$ cat config.mk
export PLATFORM = sky130hd
export DESIGN_NAME = lfc_parser
export DESIGN_NICKNAME = d
export VERILOG_FILES = /design/src/rtl/lfc_pkg.sv /design/src/rtl/lfc_parser.sv
export VERILOG_INCLUDE_DIRS = /design/src /design/src/rtl
export SDC_FILE = /design/constraint.sdc
export NUM_CORES = 1
export LEC_CHECK = 0
export ABC_AREA = 1
export BUFFER_PORTS_ARGS = -buffer_cell sky130_fd_sc_hd__buf_4
export CAP_MARGIN = 0
export CORE_ASPECT_RATIO = 1.75
export CORE_MARGIN = 5
export CORE_UTILIZATION = 60
export CTS_BUF_LIST = sky130_fd_sc_hd__clkbuf_8
export DETAILED_ROUTE_END_ITERATION = 8
export PLACE_DENSITY_LB_ADDON = 0.15
export SKIP_LAST_GASP = 1
export SLEW_MARGIN = 20
export SYNTH_ARGS = -nofsm -noshare
export SYNTH_HDL_FRONTEND = slang
export SYNTH_SLANG_ARGS = --single-unit
$ cat constraint.sdc
create_clock -name clock -period 5.25 [get_ports clock]
set_input_delay 1.05 -clock clock [delete_from_list [all_inputs] [get_ports clock]]
set_output_delay 1.05 -clock clock [all_outputs]
set_load 0.1 [all_outputs]
$ cat src/rtl/log_frame_checker_assert.svh
// Assertion macros shared by the log frame checker modules.
// Depends on nothing; included by the modules that carry assertions.
`ifndef LOG_FRAME_CHECKER_ASSERT_SVH
`define LOG_FRAME_CHECKER_ASSERT_SVH

// Same-cycle implication, disabled while reset is high
`define LFC_ASSERT_IMP(name, clk, rst, ante, cons, msg) \
   name: assert property (@(posedge clk) disable iff (rst) (ante) |-> (cons)) \
      else $error(msg);

// Next-cycle implication, disabled while reset is high
`define LFC_ASSERT_NXT(name, clk, rst, ante, cons, msg) \
   name: assert property (@(posedge clk) disable iff (rst) (ante) |=> (cons)) \
      else $error(msg);

`endif

$ cat src/rtl/lfc_pkg.sv
// Shared types, codes and helper functions of the log frame checker.
// Depends on nothing; used by every RTL module of the block.
package lfc_pkg;

   // Defaults of the top-level parameters
   localparam int HEADER_BYTES_DEF  = 10;
   localparam int POSITION_BITS_DEF = 16;

   // CRC-32 (reflected) constants
   localparam logic [31:0] CRC_POLY = 32'hEDB8_8320;
   localparam logic [31:0] ALL_ONES = 32'hFFFF_FFFF;

   // Frame magic "LFDB", first byte in the low bits
   localparam logic [31:0] MAGIC_WORD = 32'h4244_464C;

   // Configuration register indexes and reset values
   localparam int          CSR_INDEX_BITS    = 2;
   localparam logic [1:0]  CSR_COMMIT_MARKER = 2'd0;
   localparam logic [1:0]  CSR_MAX_PAYLOAD   = 2'd1;
   localparam logic [31:0] COMMIT_MARKER_RST = 32'hFFFF_FFFF;
   localparam logic [15:0] MAX_PAYLOAD_RST   = 16'd4096;

   // Result kinds
   localparam logic [1:0] KIND_PAYLOAD = 2'd0;
   localparam logic [1:0] KIND_VERDICT = 2'd1;
   localparam logic [1:0] KIND_SUMMARY = 2'd2;

   // Frame status codes
   localparam logic [2:0] ST_DATA_OK   = 3'd0;
   localparam logic [2:0] ST_COMMIT_OK = 3'd1;
   localparam logic [2:0] ST_BAD_MAGIC = 3'd2;
   localparam logic [2:0] ST_CRC_BAD   = 3'd3;
   localparam logic [2:0] ST_TOO_LONG  = 3'd4;
   localparam logic [2:0] ST_TRUNCATED = 3'd5;

   // Result queue depth (power of two) and packed result width
   localparam int QUEUE_DEPTH   = 4;
   localparam int RSP_DATA_BITS = 112;

   typedef struct packed {
      logic [1:0]  kind;
      logic [31:0] page_number;
      logic [7:0]  data_byte;
      logic [15:0] byte_index;
      logic [2:0]  frame_status;
      logic [31:0] page_count;
      logic [15:0] commits_seen;
      logic        last_of_run;
   } lfc_result_type;

   // Results made by one input item: count is 0, 1 or 2, slot0 goes first
   typedef struct packed {
      logic [1:0]     count;
      lfc_result_type slot0;
      lfc_result_type slot1;
   } lfc_push_type;

   // Advance a reflected CRC-32 by one byte
   function automatic logic [31:0] crc_byte(input logic [31:0] crc, input logic [7:0] b);
      logic [31:0] c;
      c = crc ^ {24'd0, b};
      for (int k = 0; k < 8; k++) begin
         c = c[0] ? (CRC_POLY ^ (c >> 1)) : (c >> 1);
      end
      return c;
   endfunction

   // Replace byte idx of a little-endian word
   function automatic logic [31:0] put_byte(input logic [31:0] word, input logic [1:0] idx,
                                            input logic [7:0] b);
      logic [31:0] w;
      w = word;
      w[{idx, 3'b000} +: 8] = b;
      return w;
   endfunction

   function automatic logic [7:0] magic_byte(input logic [1:0] idx);
      return MAGIC_WORD[{idx, 3'b000} +: 8];
   endfunction

endpackage

$ cat src/rtl/lfc_parser.sv
// Frame parser of the log frame checker: state, CRC and verdict logic.
// Depends on lfc_pkg and log_frame_checker_assert.svh.
`include "log_frame_checker_assert.svh"

module lfc_parser #(
   parameter int HEADER_BYTES  = lfc_pkg::HEADER_BYTES_DEF,
   parameter int POSITION_BITS = lfc_pkg::POSITION_BITS_DEF
) (
   input  logic                 clock,
   input  logic                 reset,
   input  logic                 in_accept,
   input  logic [7:0]           in_byte,
   input  logic                 in_last,
   input  logic [31:0]          commit_marker,
   input  logic [15:0]          max_payload,
   output lfc_pkg::lfc_push_type push
);

   localparam logic [1:0] PH_HEADER  = 2'd0;
   localparam logic [1:0] PH_FRAME   = 2'd1;
   localparam logic [1:0] PH_PAYLOAD = 2'd2;

   localparam logic [3:0] HEADER_RST = 4'(HEADER_BYTES);
   localparam logic [1:0] PHASE_RST  = (HEADER_BYTES == 0) ? PH_FRAME : PH_HEADER;

   logic [1:0]               phase_ff, phase_in;
   logic [3:0]               header_left_ff, header_left_in;
   logic [3:0]               field_byte_ff, field_byte_in;
   logic [31:0]              page_ff, page_in;
   logic [31:0]              length_ff, length_in;
   logic [31:0]              exp_crc_ff, exp_crc_in;
   logic [31:0]              run_crc_ff, run_crc_in;
   logic [POSITION_BITS-1:0] pos_ff, pos_in;
   logic [31:0]              count_ff, count_in;
   logic [15:0]              commits_ff, commits_in;
   logic                     halted_ff, halted_in;
   logic                     magic_ok_ff, magic_ok_in;

   // Step the parser by one byte and build its results
   always_comb begin
      logic                   ended;
      logic                   do_close;
      logic                   has_payload;
      logic                   open;
      logic [2:0]             st;
      lfc_pkg::lfc_result_type extra;

      phase_in       = phase_ff;
      header_left_in = header_left_ff;
      field_byte_in  = field_byte_ff;
      page_in        = page_ff;
      length_in      = length_ff;
      exp_crc_in     = exp_crc_ff;
      run_crc_in     = run_crc_ff;
      pos_in         = pos_ff;
      count_in       = count_ff;
      commits_in     = commits_ff;
      halted_in      = halted_ff;
      magic_ok_in    = magic_ok_ff;
      ended          = 1'b0;
      do_close       = 1'b0;
      has_payload    = 1'b0;
      open           = 1'b0;
      st             = lfc_pkg::ST_DATA_OK;
      extra          = '0;
      push           = '0;

      if (in_accept) begin
         if (halted_ff) begin
            // drop bytes until the end of the log
         end else if (phase_ff == PH_HEADER) begin
            header_left_in = header_left_ff - 4'd1;
            if (header_left_in == 4'd0) begin
               phase_in = PH_FRAME;
            end
         end else if (phase_ff == PH_FRAME) begin
            if (field_byte_ff == 4'd0) begin
               magic_ok_in = 1'b1;
               page_in     = '0;
               length_in   = '0;
               exp_crc_in  = '0;
               count_in    = '0;
            end
            unique case (field_byte_ff[3:2])
               2'd0: begin
                  if (in_byte != lfc_pkg::magic_byte(field_byte_ff[1:0])) begin
                     magic_ok_in = 1'b0;
                  end
               end
               2'd1: page_in    = lfc_pkg::put_byte(page_in, field_byte_ff[1:0], in_byte);
               2'd2: length_in  = lfc_pkg::put_byte(length_in, field_byte_ff[1:0], in_byte);
               default: exp_crc_in = lfc_pkg::put_byte(exp_crc_in, field_byte_ff[1:0], in_byte);
            endcase
            field_byte_in = field_byte_ff + 4'd1;
            // header complete: check magic, then length
            if (field_byte_ff == 4'd15) begin
               run_crc_in = lfc_pkg::ALL_ONES;
               pos_in     = '0;
               ended      = 1'b1;
               if (!magic_ok_in) begin
                  st        = lfc_pkg::ST_BAD_MAGIC;
                  halted_in = 1'b1;
               end else if (length_in > {16'd0, max_payload}) begin
                  st        = lfc_pkg::ST_TOO_LONG;
                  halted_in = 1'b1;
               end else if (length_in == 32'd0) begin
                  do_close = 1'b1;
               end else begin
                  ended    = 1'b0;
                  phase_in = PH_PAYLOAD;
               end
            end
         end else begin
            // pass the payload byte and fold it into the CRC
            has_payload             = 1'b1;
            push.slot0.kind         = lfc_pkg::KIND_PAYLOAD;
            push.slot0.page_number  = page_ff;
            push.slot0.data_byte    = in_byte;
            push.slot0.byte_index   = 16'(pos_ff);
            push.slot0.frame_status = lfc_pkg::ST_DATA_OK;
            push.slot0.commits_seen = commits_ff;
            run_crc_in = lfc_pkg::crc_byte(run_crc_ff, in_byte);
            if (pos_ff < POSITION_BITS'(4)) begin
               count_in = lfc_pkg::put_byte(count_ff, pos_ff[1:0], in_byte);
            end
            pos_in = pos_ff + 1'b1;
            if (32'(pos_in) == length_ff) begin
               ended    = 1'b1;
               do_close = 1'b1;
            end
         end

         // close the frame: check the CRC, count commits
         if (do_close) begin
            if ((run_crc_in ^ lfc_pkg::ALL_ONES) != exp_crc_in) begin
               halted_in = 1'b1;
               st        = lfc_pkg::ST_CRC_BAD;
            end else begin
               if (page_in == commit_marker) begin
                  if (commits_in != 16'hFFFF) begin
                     commits_in = commits_in + 16'd1;
                  end
                  st = lfc_pkg::ST_COMMIT_OK;
               end else begin
                  st = lfc_pkg::ST_DATA_OK;
               end
               phase_in      = PH_FRAME;
               field_byte_in = 4'd0;
            end
         end

         // build the verdict or the end-of-log summary
         if (in_last) begin
            open = !halted_in && !ended &&
                   ((phase_in == PH_FRAME && field_byte_in != 4'd0) ||
                    phase_in == PH_PAYLOAD);
            extra.kind         = lfc_pkg::KIND_SUMMARY;
            extra.page_number  = (ended || open) ? page_in : 32'd0;
            extra.frame_status = ended ? st : (open ? lfc_pkg::ST_TRUNCATED : lfc_pkg::ST_DATA_OK);
            extra.page_count   = (ended && st == lfc_pkg::ST_COMMIT_OK) ? count_in : 32'd0;
            extra.commits_seen = commits_in;
            extra.last_of_run  = 1'b1;
            // restart for the next log
            phase_in       = PHASE_RST;
            header_left_in = HEADER_RST;
            field_byte_in  = '0;
            page_in        = '0;
            length_in      = '0;
            exp_crc_in     = '0;
            run_crc_in     = lfc_pkg::ALL_ONES;
            pos_in         = '0;
            count_in       = '0;
            commits_in     = '0;
            halted_in      = 1'b0;
            magic_ok_in    = 1'b1;
         end else if (ended) begin
            extra.kind         = lfc_pkg::KIND_VERDICT;
            extra.page_number  = page_in;
            extra.frame_status = st;
            extra.page_count   = (st == lfc_pkg::ST_COMMIT_OK) ? count_in : 32'd0;
            extra.commits_seen = commits_in;
            extra.last_of_run  = 1'b1;
         end

         // place the results in order
         if (in_last || ended) begin
            if (has_payload) begin
               push.slot1 = extra;
               push.count = 2'd2;
            end else begin
               push.slot0 = extra;
               push.count = 2'd1;
            end
         end else if (has_payload) begin
            push.slot0.last_of_run = 1'b1;
            push.count             = 2'd1;
         end
      end
   end

   // Hold parser state
   always_ff @(posedge clock) begin
      if (reset) begin
         phase_ff       <= PHASE_RST;
         header_left_ff <= HEADER_RST;
         field_byte_ff  <= '0;
         page_ff        <= '0;
         length_ff      <= '0;
         exp_crc_ff     <= '0;
         run_crc_ff     <= lfc_pkg::ALL_ONES;
         pos_ff         <= '0;
         count_ff       <= '0;
         commits_ff     <= '0;
         halted_ff      <= 1'b0;
         magic_ok_ff    <= 1'b1;
      end else begin
         phase_ff       <= phase_in;
         header_left_ff <= header_left_in;
         field_byte_ff  <= field_byte_in;
         page_ff        <= page_in;
         length_ff      <= length_in;
         exp_crc_ff     <= exp_crc_in;
         run_crc_ff     <= run_crc_in;
         pos_ff         <= pos_in;
         count_ff       <= count_in;
         commits_ff     <= commits_in;
         halted_ff      <= halted_in;
         magic_ok_ff    <= magic_ok_in;
      end
   end

   // Check the results of each item
   `LFC_ASSERT_IMP(a_last_gives_summary, clock, reset, in_accept && in_last, push.count != 2'd0 && (push.count == 2'd2 ? push.slot1.kind : push.slot0.kind) == lfc_pkg::KIND_SUMMARY, "final byte made no summary")
   `LFC_ASSERT_IMP(a_pair_starts_payload, clock, reset, push.count == 2'd2, push.slot0.kind == lfc_pkg::KIND_PAYLOAD && !push.slot0.last_of_run && push.slot1.last_of_run, "bad order of a result pair")
   `LFC_ASSERT_IMP(a_halted_silent, clock, reset, in_accept && halted_ff && !in_last, push.count == 2'd0, "halted parser made a result")

endmodule

==> results.yml, run 1 <==
clocking:
  cts.path.max_buffers: 3
  root_buffer: "clkbuf_8"
  numCtsBuffers: 36
  clock-sinks: 204
  htree_levels: 2
  hold_buffers: 0
floorplan:
  fp.dieW_um: 140
  io_pins: 282
  start_util_pct: 60.6
  die_h_um: 238
  num_rows: 83
synthesis:
  synth.area.mux_share_pct: 0
  yosysSeqAreaShare_pct: 22.9
  synth_xor_area_share_pct: 3.00
  synthArstFlopShare_pct: 0
  synth_area_um2: 17800
  ys.flop_type: "dfxtp_1"
  synth-edff-count: 0
  synth_cell_types: 55
  syn_avg_cell_area_um2: 5.72
  synth-compound-area-share_pct: 15.8
  synthAdderAreaFrac_pct: 2.25
  synth_top_family_by_area: "simple AND/OR/NAND/NOR gates"
  ys_ff_latch: 204
  synth-simple-area-share_pct: 44.3
  yosys_warnings: 0
  synth_cells: 3113
global_route:
  grt_max_degree: 107
  grt_pass1_wl_um: 208000
  grt_pass1_vias: 32200
  grtUsageTotal_pct: 78.3
  grt.overflow.total: 359
outcome:
  stop_stage: "global routing"
  error: "[ERROR GRT-0116] Global routing finished with congestion. Check the congestion regions in the DRC Viewer."
  outcome: "did not finish"
place:
  numPortBuffers: 257
  postPlaceCellArea_um2: 23000
  post-place-ws_ps: -491
  gp_congestion: 1.09
  dp_hpwl_um: 58000
stage by stage:
stage	std cells	hold slack (ps)
floorplan	3136	444
global placement	3907	452
detailed placement	3907	459
CTS	4020	467
synthesized netlist by cell type (all sizes together) (3+ instances only):
| cell type | n | area, um2 |
|---|---|---|
| nand2 | 1151 | 4400 |
| inv | 291 | 1090 |
| nand3 | 277 | 1410 |
| nor2 | 247 | 1000 |
| a21oi | 230 | 1150 |
| dfxtp | 204 | 4080 |
| o21ai | 150 | 751 |
| nor3 | 94 | 596 |
| buf | 93 | 642 |
| clkbuf | 90 | 338 |
| xor2 | 39 | 349 |
| o22ai | 35 | 219 |
| ha | 32 | 400 |
| nand4 | 31 | 209 |
| a22oi | 21 | 168 |
| a2bb2oi | 18 | 158 |
| xnor2 | 16 | 140 |
| o31ai | 15 | 113 |
| nand3b | 14 | 105 |
| o211ai | 14 | 105 |
| nor4 | 13 | 81.3 |
| or2 | 9 | 56.3 |
| a31oi | 4 | 25.0 |
| clkinv | 4 | 16.3 |
| o41ai | 3 | 26.3 |
what timing repair did:
| item | in CTS |
|---|---|
| setup endpoints to repair | 172 |
| gates resized for setup | 633 |
| gates cloned | 17 |
| buffers inserted | 30 |
| pin swaps | 85 |
cells by family after synthesis:
kind of cell	after synthesis
AOI/OAI and AO/OA	501
xor gates and xnor gates	57
adders and majority gates	32
buffers and inverters	478
DFF	204
other	1
and+or+nand+nor	1840
per-layer routing:
layer | GRT overflow | GRT usage [%]
met1 | 3 | 75.4
met2 | 208 | 96.3
met3 | 4 | 61.8
met4 | 143 | 82.8
met5 | 1 | 29.1
==> inputs of run 2 (changes only) <==
--- a/config.mk
+++ b/config.mk
@@ -9,10 +9,8 @@
 export ABC_AREA = 1
 export BUFFER_PORTS_ARGS = -buffer_cell sky130_fd_sc_hd__buf_4
 export CAP_MARGIN = 0
-export CORE_ASPECT_RATIO = 1.75
 export CORE_MARGIN = 5
-export CORE_UTILIZATION = 60
-export CTS_BUF_LIST = sky130_fd_sc_hd__clkbuf_8
+export CORE_UTILIZATION = 40
 export DETAILED_ROUTE_END_ITERATION = 8
 export PLACE_DENSITY_LB_ADDON = 0.15
 export SKIP_LAST_GASP = 1
==> run 2 against run 1 <==
The flow now finishes, with violations (setup timing). Area after synthesis stayed put. Synthesized cell count did not move.
==> results.yml, run 2 <==
hold_path:
  hold_path.class: "register to register"
sta:
  max_freq_ghz: 0.181
  layout_setup_ws_ps: -273
  finalCritPeriodShare_pct: 105
  slew_headroom_pct: 23.0
  holdWs_ps: 466
  drv_slew: 0
  final.min_clock_period_ps: 5520
  tns_ps: -27860
  grt_setup_unrepaired: "yes"
  tightest_slew_ps: 1150
  hold_violations: 0
  setup_viol: 166
  finClkSkew_ps: 25.9
floorplan:
  io_pins: 282
  start_util_pct: 40.4
  core_area_um2: 44100
  num_rows: 77
  fp.dieW_um: 221
  die_area_um2: 48900
  die_h_um: 221
synthesis:
  synth_cells: 3113
  synthArstFlopShare_pct: 0
  yosys_warnings: 0
  yosys.cell_count.top_type: "nand2_1"
  yosysSeqAreaShare_pct: 22.9
  synth_common_cells: "1133 x nand2_1, 276 x inv_1, 273 x nand3_1, 230 x a21oi_1, 230 x nor2_1"
  ys.flop_type: "dfxtp_1"
  synth.top_cell.area_share_pct: 23.9
  synth-edff-count: 0
  syn_avg_cell_area_um2: 5.72
  synth_area_um2: 17800
  synth_cell_types: 55
  netlist_top_cells_area: "nand2_1 24%, dfxtp_1 23%, nand3_1 7.7%"
  ys_ff_latch: 204
  yosysTopAreaCell: "nand2_1"
global_route:
  antenna_found_initial: 2
  grt.overflow.total: 0
  gr-usage-met2_pct: 57.8
  grtUsageTotal_pct: 34.1
  grt_pass1_vias: 22900
  grt.busiest_layer: "met2"
  grt_pass1_wl_um: 135000
  met1_usage_pct: 42.7
  grt_max_degree: 107
  met3_usage_pct: 5.47
setup_path:
  arrival_ps: 4470
  cpLargestDelayFamily: "simple AND/OR/NAND/NOR gates"
  cp_slowest_cell: "a21oi_4"
  critPathMaxStageDelay_ps: 220
  critical_path_class: "primary input to output pin"
  critPathLaunchType: "primary input"
  crit_fanout: 9
  crit_buf_inv: 9
  end_kind: "output pin"
  cp.required_ps: 4200
routing:
  vias: 24300
  initialDrtViolationCount: 2538
  first_pass_iters: 9
  remaining_drc_errors: 0
  wl_um: 89900
  wl_per_cell_um: 20.9
  vias_per_cell: 5.64
  drtAntennaViolNets: 0
place:
  dp.cells: 4165
  gp_congestion: 0.997
  dp_hpwl_um: 63200
  numPortBuffers: 257
power_and_ir_drop:
  p_leak_uw: 0.0136
  p_total_uw: 4670
  power_per_cell_area_nw_per_um2: 163
  ir_worst_vdd_mv: 0.263
clocking:
  clock-sinks: 204
  htree_levels: 1
  cts_tree: "built"
  root_buffer: "clkbuf_16"
  clk_latency_ps: 590
  clkTransAtPathRegs_ps: 60
  numCtsBuffers: 29
  cts.path.max_buffers: 3
layout:
  fillCellCount: 3884
  drive_above_1_share_pct: 34.4
  final_common_cell: "nand2_1"
  instances_no_fill: 4307
  n_antenna_cell: 0
  final_nets: 3785
  final_cell_mix: "994 x nand2_1, 504 x buf_4, 245 x inv_1, 219 x a21oi_1, 217 x nand3_1"
  area_delta_synth_final_pct: 61.2
job:
  cap_violations: 0
outcome:
  violations: "setup timing"
  outcome: "finished, violations left"
[run 2: cell counts after synthesis]
No cell type changed its count.
[run 2: layout make-up]
class | count | area, um2 | share of cell area [%]
Clock inverter | 11 | 220 | 0.767
Tap cell | 592 | 741 | 2.58
Inverter | 295 | 1170 | 4.09
Timing Repair Buffer | 708 | 7400 | 25.8
Multi-Input combinational cell | 2455 | 14200 | 49.6
Sequential cell | 204 | 4100 | 14.3
Clock buffer | 42 | 845 | 2.94
[run 2: path summary, 6_finish.rpt]
check	start	to	slack, ps	cells after the start
max	in_byte[0]	push[86]	-270	28
min	exp_crc_ff[28]$_SDFFE_PP0P_	exp_crc_ff[28]$_SDFFE_PP0P_	470	2
max reg2reg	field_byte_ff[0]$_SDFFE_PP0P_	commits_ff[0]$_SDFFE_PP0P_	1520	25
min reg2reg	exp_crc_ff[28]$_SDFFE_PP0P_	exp_crc_ff[28]$_SDFFE_PP0P_	470	2
[run 2: metrics by stage]
| step | setup WS [ps] | area [um2] | utilization [%] |
|---|---|---|---|
| global route | -434 | 28700 | 65.1 |
| global placement | -326 | 23700 | 53.6 |
| detailed placement | -429 | 23700 | 53.6 |
| finish | -273 | 28700 | 65.1 |
| CTS | -171 | 27900 | 63.2 |
| floorplan | -87.8 | 19000 | - |
[run 2: timing repair]
action,in CTS,in global routing
buffers inserted,45,36
setup endpoints to repair,172,170
resized for setup,666,146
cloned,9,1
pin swaps,56,74
hold buffers,0,0
[run 2: routing by layer]
layer / routed length (um) / vias up / share of wire, %
li1: - / 11300 / -
met1: 34400 / 11400 / 38
met2: 42300 / 1370 / 47
met3: 8080 / 300 / 9.0
met4: 5170 / 2 / 5.7
met5: 13 / - / 0.014
[run 2: cell families after synthesis]
logic type	synth area share, %
AOI/OAI and AO/OA	15.8
xor gates and xnor gates	3.00
adders and majority gates	2.25
buffers and inverters	11.7
DFF	22.9
other	0.0211
and+or+nand+nor	44.3
[run 2: worst register-to-register path: cells and delay by family (launching register included)]
kind	cells	cell delay, ps
adders and majority gates	1	180
AOI/OAI and AO/OA	4	420
DFF	1	350
and+or+nand+nor	11	1440
buffers and inverters	9	1160
[run 2: power by group]
part	internal [uW]	switching [uW]	leakage, uW
logic	279	574	0.0114
clock network	1410	832	0.000525
registers	1560	14.1	0.00165
total	3250	1420	0.0136
Note: power is estimated with default switching activity, not from simulation.
